==> src/rtl/tlwt_pkg.sv <==
// ----------------------------------------------------------------------------
// tlwt_pkg
// Types, constants and the per-code update function of the line wrap tracker.
// ----------------------------------------------------------------------------
package tlwt_pkg;

    localparam int unsigned CFG_IDX_W    = 8;
    localparam int unsigned CFG_DATA_W   = 8;
    localparam int unsigned NO_START_CNT = 20;

    localparam logic [CFG_IDX_W-1:0] REG_COL_MAX = 8'd0;
    localparam logic [CFG_IDX_W-1:0] REG_ROW_MAX = 8'd1;

    localparam logic [7:0] COL_MAX_RESET = 8'd24;
    localparam logic [7:0] ROW_MAX_RESET = 8'd3;

    localparam logic [15:0] CODE_BACKSLASH  = 16'h005C;
    localparam logic [7:0]  CODE_LETTER_N   = 8'h6E;
    localparam logic [7:0]  LEAD_MIN        = 8'h80;
    localparam logic [15:0] CODE_SPACE      = 16'h0020;
    localparam logic [15:0] CODE_WIDE_SPACE = 16'h8140;

    localparam logic [15:0] NO_START_CODES [NO_START_CNT] = '{
        16'h0020, 16'h0021, 16'h002C, 16'h002E, 16'h003F, 16'h005E,
        16'h8140, 16'h8141, 16'h8142, 16'h8148, 16'h8149,
        16'h816A, 16'h8176, 16'h8178,
        16'hF040, 16'hF041, 16'hF042, 16'hF043, 16'hF044, 16'hF045
    };

    typedef enum logic [1:0] {
        ACT_TEXT     = 2'd0,
        ACT_END      = 2'd1,
        ACT_NEW_MSG  = 2'd2,
        ACT_NEW_LINE = 2'd3
    } action_t;

    typedef struct packed {
        action_t    action;
        logic [7:0] text_byte;
    } in_item_t;

    typedef struct packed {
        logic [7:0] row_count;
        logic [7:0] column;
        logic       overflow;
        logic       string_done;
    } out_item_t;

    typedef struct packed {
        logic [7:0] col_count;
        logic [7:0] row_index;
        logic       half_open;
        logic       after_wrap;
        logic       skip_next;
    } track_t;

    function automatic logic [7:0] sat_inc(logic [7:0] v);
        return (v == 8'hFF) ? v : v + 8'd1;
    endfunction

    function automatic logic in_no_start(logic [15:0] code);
        logic hit;
        hit = 1'b0;
        for (int k = 0; k < NO_START_CNT; k++) begin
            if (NO_START_CODES[k] == code) begin
                hit = 1'b1;
            end
        end
        return hit;
    endfunction

    function automatic track_t handle_code(track_t st, logic [15:0] code, logic has_next,
                                           logic [15:0] nxt, logic [7:0] col_max);
        track_t r;
        logic   is_nl;
        logic   keep_line;
        r         = st;
        is_nl     = (code == CODE_BACKSLASH) && has_next && (nxt[7:0] == CODE_LETTER_N);
        keep_line = has_next && in_no_start(nxt);
        if (st.skip_next) begin
            r.skip_next = 1'b0;
        end else if (is_nl) begin
            r.half_open = 1'b0;
            if (!(st.after_wrap && st.col_count == 8'd0)) begin
                r.row_index = sat_inc(st.row_index);
            end
            r.after_wrap = 1'b0;
            r.col_count  = 8'd0;
            r.skip_next  = 1'b1;
        end else begin
            if (code < {8'h00, LEAD_MIN}) begin
                if (!st.half_open) begin
                    r.col_count = sat_inc(st.col_count);
                    r.half_open = 1'b1;
                end else begin
                    r.half_open = 1'b0;
                end
            end else begin
                r.col_count = sat_inc(st.col_count);
            end
            if (r.col_count > col_max && !keep_line) begin
                r.half_open  = 1'b0;
                r.after_wrap = 1'b1;
                r.col_count  = 8'd0;
                r.row_index  = sat_inc(st.row_index);
            end else if (r.col_count <= 8'd1 && r.after_wrap &&
                         (code == CODE_SPACE || code == CODE_WIDE_SPACE)) begin
                r.half_open = 1'b0;
                r.col_count = 8'd0;
            end
        end
        return r;
    endfunction

endpackage

==> src/rtl/text_line_wrap_tracker.sv <==
// ----------------------------------------------------------------------------
// text_line_wrap_tracker
// Follows row and column of message text in a text box, one byte per
// transaction, with line wrap, forced new lines and half-width pairing.
// ----------------------------------------------------------------------------
// Usage:
//   s_valid/s_ready/s_data carry one item (action, text_byte) per transaction.
//   m_valid/m_ready/m_data return one result per item: row, column, overflow
//   flag and an end-of-string marker.
//   cfg_valid/cfg_ready/cfg_index/cfg_data write col_max (index 0) and
//   row_max (index 1); other indexes are ignored. cfg_ready is always high;
//   write only while no item is in flight.
// Pipeline: an accepted item is registered in the input register; it is
//   processed from there and its result is registered in the result
//   register, which drives m_data.
// Throughput: one item per cycle while m_ready is high; the row/column state
//   feeds back through the logic between the input and result registers.
// Reset (aresetn low, synchronous): both channels empty, tracker state
//   cleared, col_max = 24, row_max = 3.
// Stall: while m_ready is low the result holds; one more item is taken into
//   the input register, after which s_ready drops until the result leaves.
// ----------------------------------------------------------------------------
module text_line_wrap_tracker (
    input  logic                              aclk,
    input  logic                              aresetn,
    input  logic                              s_valid,
    output logic                              s_ready,
    input  tlwt_pkg::in_item_t                s_data,
    output logic                              m_valid,
    input  logic                              m_ready,
    output tlwt_pkg::out_item_t               m_data,
    input  logic                              cfg_valid,
    output logic                              cfg_ready,
    input  logic [tlwt_pkg::CFG_IDX_W-1:0]    cfg_index,
    input  logic [tlwt_pkg::CFG_DATA_W-1:0]   cfg_data
);

    logic                in_valid_reg;
    tlwt_pkg::in_item_t  in_data_reg;
    logic                out_valid_reg;
    tlwt_pkg::out_item_t out_data_reg;
    logic [7:0]          col_max_reg;
    logic [7:0]          row_max_reg;
    tlwt_pkg::track_t    trk_reg,       trk_next;
    logic [7:0]          lead_byte_reg, lead_byte_next;
    logic                lead_valid_reg, lead_valid_next;
    logic [15:0]         held_code_reg, held_code_next;
    logic                held_valid_reg, held_valid_next;
    tlwt_pkg::out_item_t out_data_next;
    logic                advance;
    logic [15:0]         code;

    assign advance   = in_valid_reg && (!out_valid_reg || m_ready);
    assign s_ready   = !in_valid_reg || advance;
    assign m_valid   = out_valid_reg;
    assign m_data    = out_data_reg;
    assign cfg_ready = 1'b1;

    always_comb begin
        trk_next        = trk_reg;
        lead_byte_next  = lead_byte_reg;
        lead_valid_next = lead_valid_reg;
        held_code_next  = held_code_reg;
        held_valid_next = held_valid_reg;
        code            = {lead_byte_reg, in_data_reg.text_byte};
        unique case (in_data_reg.action)
            tlwt_pkg::ACT_TEXT: begin
                if (!lead_valid_reg && in_data_reg.text_byte >= tlwt_pkg::LEAD_MIN) begin
                    lead_byte_next  = in_data_reg.text_byte;
                    lead_valid_next = 1'b1;
                end else begin
                    if (!lead_valid_reg) begin
                        code = {8'h00, in_data_reg.text_byte};
                    end
                    lead_valid_next = 1'b0;
                    if (held_valid_reg) begin
                        trk_next = tlwt_pkg::handle_code(trk_reg, held_code_reg, 1'b1, code,
                                                         col_max_reg);
                    end
                    held_code_next  = code;
                    held_valid_next = 1'b1;
                end
            end
            tlwt_pkg::ACT_END: begin
                if (lead_valid_reg) begin
                    code = {8'h00, lead_byte_reg};
                    if (held_valid_reg) begin
                        trk_next = tlwt_pkg::handle_code(trk_reg, held_code_reg, 1'b1, code,
                                                         col_max_reg);
                    end
                    trk_next = tlwt_pkg::handle_code(trk_next, code, 1'b0, 16'h0000,
                                                     col_max_reg);
                end else if (held_valid_reg) begin
                    trk_next = tlwt_pkg::handle_code(trk_reg, held_code_reg, 1'b0, 16'h0000,
                                                     col_max_reg);
                end
                trk_next.skip_next = 1'b0;
                lead_valid_next    = 1'b0;
                lead_byte_next     = 8'h00;
                held_valid_next    = 1'b0;
                held_code_next     = 16'h0000;
            end
            tlwt_pkg::ACT_NEW_MSG: begin
                trk_next.col_count = 8'd0;
                trk_next.row_index = 8'd0;
                trk_next.half_open = 1'b0;
                trk_next.skip_next = 1'b0;
                lead_valid_next    = 1'b0;
                lead_byte_next     = 8'h00;
                held_valid_next    = 1'b0;
                held_code_next     = 16'h0000;
            end
            tlwt_pkg::ACT_NEW_LINE: begin
                trk_next.col_count = 8'd0;
                trk_next.row_index = tlwt_pkg::sat_inc(trk_reg.row_index);
                trk_next.half_open = 1'b0;
                trk_next.skip_next = 1'b0;
                lead_valid_next    = 1'b0;
                lead_byte_next     = 8'h00;
                held_valid_next    = 1'b0;
                held_code_next     = 16'h0000;
            end
            default: begin
            end
        endcase
        out_data_next.row_count   = trk_next.row_index;
        out_data_next.column      = trk_next.col_count;
        out_data_next.overflow    = trk_next.row_index > row_max_reg;
        out_data_next.string_done = in_data_reg.action == tlwt_pkg::ACT_END;
    end

    always_ff @(posedge aclk) begin
        if (!aresetn) begin
            in_valid_reg   <= 1'b0;
            out_valid_reg  <= 1'b0;
            col_max_reg    <= tlwt_pkg::COL_MAX_RESET;
            row_max_reg    <= tlwt_pkg::ROW_MAX_RESET;
            trk_reg        <= '0;
            lead_byte_reg  <= 8'h00;
            lead_valid_reg <= 1'b0;
            held_code_reg  <= 16'h0000;
            held_valid_reg <= 1'b0;
        end else begin
            if (s_valid && s_ready) begin
                in_valid_reg <= 1'b1;
            end else if (advance) begin
                in_valid_reg <= 1'b0;
            end
            if (advance) begin
                out_valid_reg  <= 1'b1;
                trk_reg        <= trk_next;
                lead_byte_reg  <= lead_byte_next;
                lead_valid_reg <= lead_valid_next;
                held_code_reg  <= held_code_next;
                held_valid_reg <= held_valid_next;
            end else if (m_ready) begin
                out_valid_reg <= 1'b0;
            end
            if (cfg_valid && cfg_ready) begin
                if (cfg_index == tlwt_pkg::REG_COL_MAX) begin
                    col_max_reg <= cfg_data;
                end else if (cfg_index == tlwt_pkg::REG_ROW_MAX) begin
                    row_max_reg <= cfg_data;
                end
            end
        end
    end

    always_ff @(posedge aclk) begin
        if (s_valid && s_ready) begin
            in_data_reg <= s_data;
        end
        if (advance) begin
            out_data_reg <= out_data_next;
        end
    end

endmodule

==> config.mk <==
export PLATFORM = sky130hd
export DESIGN_NAME = text_line_wrap_tracker
export DESIGN_NICKNAME = d
export VERILOG_FILES = /design/src/rtl/tlwt_pkg.sv /design/src/rtl/text_line_wrap_tracker.sv
export SDC_FILE = /design/constraint.sdc
export NUM_CORES = 1
export LEC_CHECK = 0
export BUFFER_PORTS_ARGS = -buffer_cell sky130_fd_sc_hd__buf_2
export CORE_MARGIN = 2
export CORE_UTILIZATION = 55
export CTS_CLUSTER_DIAMETER = 80
export DETAILED_ROUTE_END_ITERATION = 6
export GPL_TIMING_DRIVEN = 0
export PLACE_DENSITY_LB_ADDON = 0.12
export RECOVER_POWER = 50
export SLEW_MARGIN = 30
export SYNTH_ARGS = -nofsm -noshare
export SYNTH_HDL_FRONTEND = slang
export SYNTH_SLANG_ARGS = --single-unit
==> constraint.sdc <==
create_clock -name aclk -period 10.4 [get_ports aclk]
set_input_delay 1.56 -clock aclk [delete_from_list [all_inputs] [get_ports aclk]]
set_output_delay 1.56 -clock aclk [all_outputs]
set_load 0.005 [all_outputs]
After elaboration in Yosys (flattened, before gate mapping)
Cells that the tools add are included.
Word-level totals
  bits in latches: 0
  word-level logic and storage cells: 243
  bits in registers: 91
  memory bits (writable): 0
  output and inout port bits: 21
  bits in read-only memories: 0
  memories kept: 0
Cells by class
  divide/modulo/power cells: 0
  multiplexer cells: 121
  magnitude comparators: 12
  shift-type cells: 0
  reductions and logical operators: 38
  equal/unequal tests: 48
  bitwise gates (word level): 1
  multipliers: 0
  add/subtract/negate cells: 4
Operators with widths (number)
  $mux 8: 39
  $eq 16x16->1 const A: 14
  $mux 19: 7
  $mux 18: 6
  $eq 6x16->1 const A: 5
  $pmux 17 s4: 1
  $mux 16: 4
  $mux 1: 58
  $eq 6x8->1 const A: 5
  $gt 8x8->1: 5
  $add 8x1->8 const B: 4
  $eq 8x8->1 const B: 4
  $le 8x1->1 const B: 4
  $pmux 16 s2: 1
  $eq 16x16->1 const B: 1
  $eq 16x6->1 const B: 1
  $eq 16x7->1 const B: 1
  $eq 7x16->1 const A: 1
  $eq 8x7->1 const B: 2
  $logic_and 1x1->1: 16
  $logic_not 8->1: 2
  $lt 16x8->1 const B: 1
  $pmux 8 s2: 1
  $ne 3x3->1 const B: 3
  other kinds (20): 38

Longest topological paths before layout
  word-level depth: 37
  depth in mapped cells: 42

Worst setup path after synthesis
Ideal clock, no wire load.
  path type: reg-to-reg
  start point: register trk_reg[12] (netlist name)
  end point: register out_data_reg (netlist bit m_data[1]) (data pin)
  path slack: 2.988 ns
  library setup time: 0.262 ns
  cell stages (with the launch flop): 42
  arrival: 7.150 ns
  buffers on the path: 2
  clock period less this slack: 7.412 ns
  required time: 10.138 ns
  path through: dfxtp_1 -> ha_1 -> nand4_1 -> nor2_1 -> nor2_1 -> a21oi_1 -> inv_1 -> ha_1 -> nor2b_1 -> o211ai_1 -> a21oi_1 -> o21ai_2 -> nand2_1 -> a211o_1 -> nand2_1 -> ha_1 -> and2_1 -> nand4_2 -> [6 not listed] -> nand3_1 -> nor3_1 -> a21o_1 -> a31oi_1 -> nand2_1 -> a31oi_2 -> mux2i_1 -> nand4_1 -> and3_1 -> ha_1 -> nor2b_1 -> o21a_1 -> o21ai_0 -> nand2b_1 -> a21oi_1 -> nor2_1 -> a211oi_1 -> a21oi_1
RTL lines
  start, declared: line text_line_wrap_tracker.sv:44  | tlwt_pkg::track_t trk_reg, trk_next;
  start signal, assigned: line text_line_wrap_tracker.sv:151  | trk_reg <= trk_next;
  end signal, assigned: line text_line_wrap_tracker.sv:174  | out_data_reg <= out_data_next;
  end, declared: line text_line_wrap_tracker.sv:41  | tlwt_pkg::out_item_t out_data_reg;

==> flow_summary.toml <==
[critical_path]
path_max_fanout = 10
r2r_slack_ns = 0.35
path_class = "register to register"
cp_slowest_cell = "a31oi_1"
reg2regPathDepth = 40
r2r_end = "m_data[1]"
slowest_delay_ns = 0.73
r2r_start = "trk_reg[11]"
crit_top_cell = "ha_1"
critPathArrivalTime_ns = 10.16
startpoint_type = "register"
cp.required_ns = 10.51
end_kind = "register"

[yosys]
syn-cell-area_mm2 = 0.00688
syn_inst = 863
synth-seq-cells = 91
synth.avg_cell_area_um2 = 7.98
synth-main-ff-cell = "dfxtp_1"
async_flop_share_pct = 0
ys_top_cells_by_area = "dfxtp_1 (18%), edfxtp_1 (12%), ha_1 (5.3%)"
seq_area_frac_synth_pct = 30.5
synth_warnings = 0
synth_nets = 923
yosysTopAreaCell = "dfxtp_1"
synth_edf_count = 28
synth_top_area_share_pct = 18.3
ys_types = 79

[floorplan]
io_pins = 52
core_area_mm2 = 0.0121
fp-row-count = 40
die_y_um = 116
dieArea_mm2 = 0.0134
die_x_um = 116
start_util_pct = 56.8

[layout]
nNetsFinal = 985
largest_register_ffs = 19
stdcell_area_mm2 = 0.00765
n_antenna_cell = 0
drive_gt1_share_pct = 10.0
final_cell_mix = "nand2_1 (95), dfxtp_1 (63), clkbuf_1 (59), a21oi_1 (59), nor2_1 (57)"
area_delta_synth_final_pct = 11.1
multi_input_area_mm2 = 0.00438
seq_area_mm2 = 0.00210
final_common_cell = "nand2_1"
n_fill_cell = 1098

[sta]
period_minus_slack_ns = 10.05
fmax_mhz = 99.5
final_hold_viol_count = 0
drv_slew = 0
setup_tns_ns = 0
worst_pin_slew_ns = 1.07
rsz0062_at_grt = "false"
fin_skew_ns = 0.00868
fin_crit_sh_pct = 96.7
worst_slack_ns = 0.348
slew_headroom_pct = 28.2
setup_viol = 0
worst_hold_slack_ns = 0.485

[place]
placed_area_mm2 = 0.00737
dp_hpwl_um = 17300
gp_congestion = 1.06
pre_cts_slack_ns = 0.714
io_buffers = 50

[grt]
grt_pass1_vias = 6588
grt_pass1_wl_um = 35000
grt_max_degree = 22
antenna_found_initial = 1
grt_overflow = 0
grt_usage_pct = 34.3

[detailed_routing]
drc = 0
wl_per_cell_um = 21.0
vias = 7339
ant_nets = 0
vias_per_cell = 6.68
drt_iter0_drc = 867
first_pass_iters = 6
wl_um = 23000

[cts]
max-clock-path-buffers = 2
hold_buffers = 0
worstSkewPairLatency_ns = 0.36
clk_pin_slew_worst_paths_ns = 0.07
cts_buffers = 9
htreeDepth = 3
cts_resized = 0
cts.sinks = 91
clock-root-buffer = "clkbuf_16"
postCtsSetupBuffers = 0
cts_tree = "yes"

[worst_hold_path]
hp-start = "held_code_reg[10]"
hp-class = "register to register"
holdPathStages = 1
worstHoldEndpoint = "held_code_reg[10]"

[status]
status = "completed"

[power_and_ir_drop]
power.total_mw = 0.918
power.density_mw_per_mm2 = 120
peakVddDrop_mv = 0.0946
p_leak_nw = 2.90

[job]
maxCapViolations = 0
## stage by stage
step / instances / util (%)
floorplan: 863 / -
global placement: 1081 / 60.6
detailed placement: 1082 / 60.9
CTS: 1098 / 63.3
global route: 1098 / 63.2
finish: 1098 / 63.2
## report_power, final
part           switching (mW)  leakage, nW  internal, mW
clock network           0.162        0.138         0.169
registers              0.0103        0.783         0.379
logic                   0.131         1.98        0.0665
## worst max-delay path by stage
stage | start | endpoint | slack [ns] | cells after the start
after floorplan | trk_reg[12] | m_data[1] | 2.99 | 41
final | trk_reg[11] | m_data[1] | 0.35 | 40
after global routing | trk_reg[12] | m_data[1] | 0.06 | 40
after detailed placement | trk_reg[11] | m_data[1] | 0.71 | 40
after CTS | trk_reg[12] | m_data[1] | 0.67 | 40
after global placement | trk_reg[11] | m_data[1] | 0.82 | 40
## layout make-up
| type | count | area share (%) |
|---|---|---|
| sequential | 91 | 27.5 |
| clock inverter | 7 | 0.899 |
| timing repair buffer | 51 | 3.42 |
| clock buffer | 9 | 2.94 |
| tap | 168 | 2.75 |
| multi-input combinational | 675 | 57.2 |
| buffer | 59 | 3.47 |
| inverter | 38 | 1.86 |
## critical path: cells and delay by family (launching register included)
| kind | cells | cell delay [ns] |
|---|---|---|
| and+or+nand+nor | 17 | 3.06 |
| muxes | 2 | 0.58 |
| buffers and inverters | 2 | 0.22 |
| DFF | 1 | 0.49 |
| AOI/OAI and AO/OA | 14 | 3.82 |
| adders and majority gates | 5 | 1.61 |
## synth_stat cells (all sizes together) (21+ instances only)
master   n
nand2   95
nor3    21
ha      29
edfxtp  28
dfxtp   63
inv     38
nor2    57
nor2b   27
a21oi   60
mux2i   29
o21ai   42
nand3   47
clkbuf  48
## layer usage
metal | share of wire, % | vias up | track usage, % | wire, µm
met5 | 0 | - | 0 | 0
met4 | 3.3 | 0 | 12.7 | 765
met3 | 11 | 77 | 5.96 | 2480
met2 | 45 | 506 | 55.0 | 10400
met1 | 41 | 3452 | 46.4 | 9380
li1 | - | 3304 | - | -
## cells by family after synthesis
family / after synthesis / synth area share [%]
compound gates: 243 / 24.4
simple gates: 346 / 26.0
other cells: 1 / 0.0545
xor+xnor: 23 / 2.93
buf+inv: 97 / 5.91
fa+ha+maj: 29 / 5.27
flops: 91 / 30.5
mux: 33 / 4.93
(Power assumes the default switching activity.)
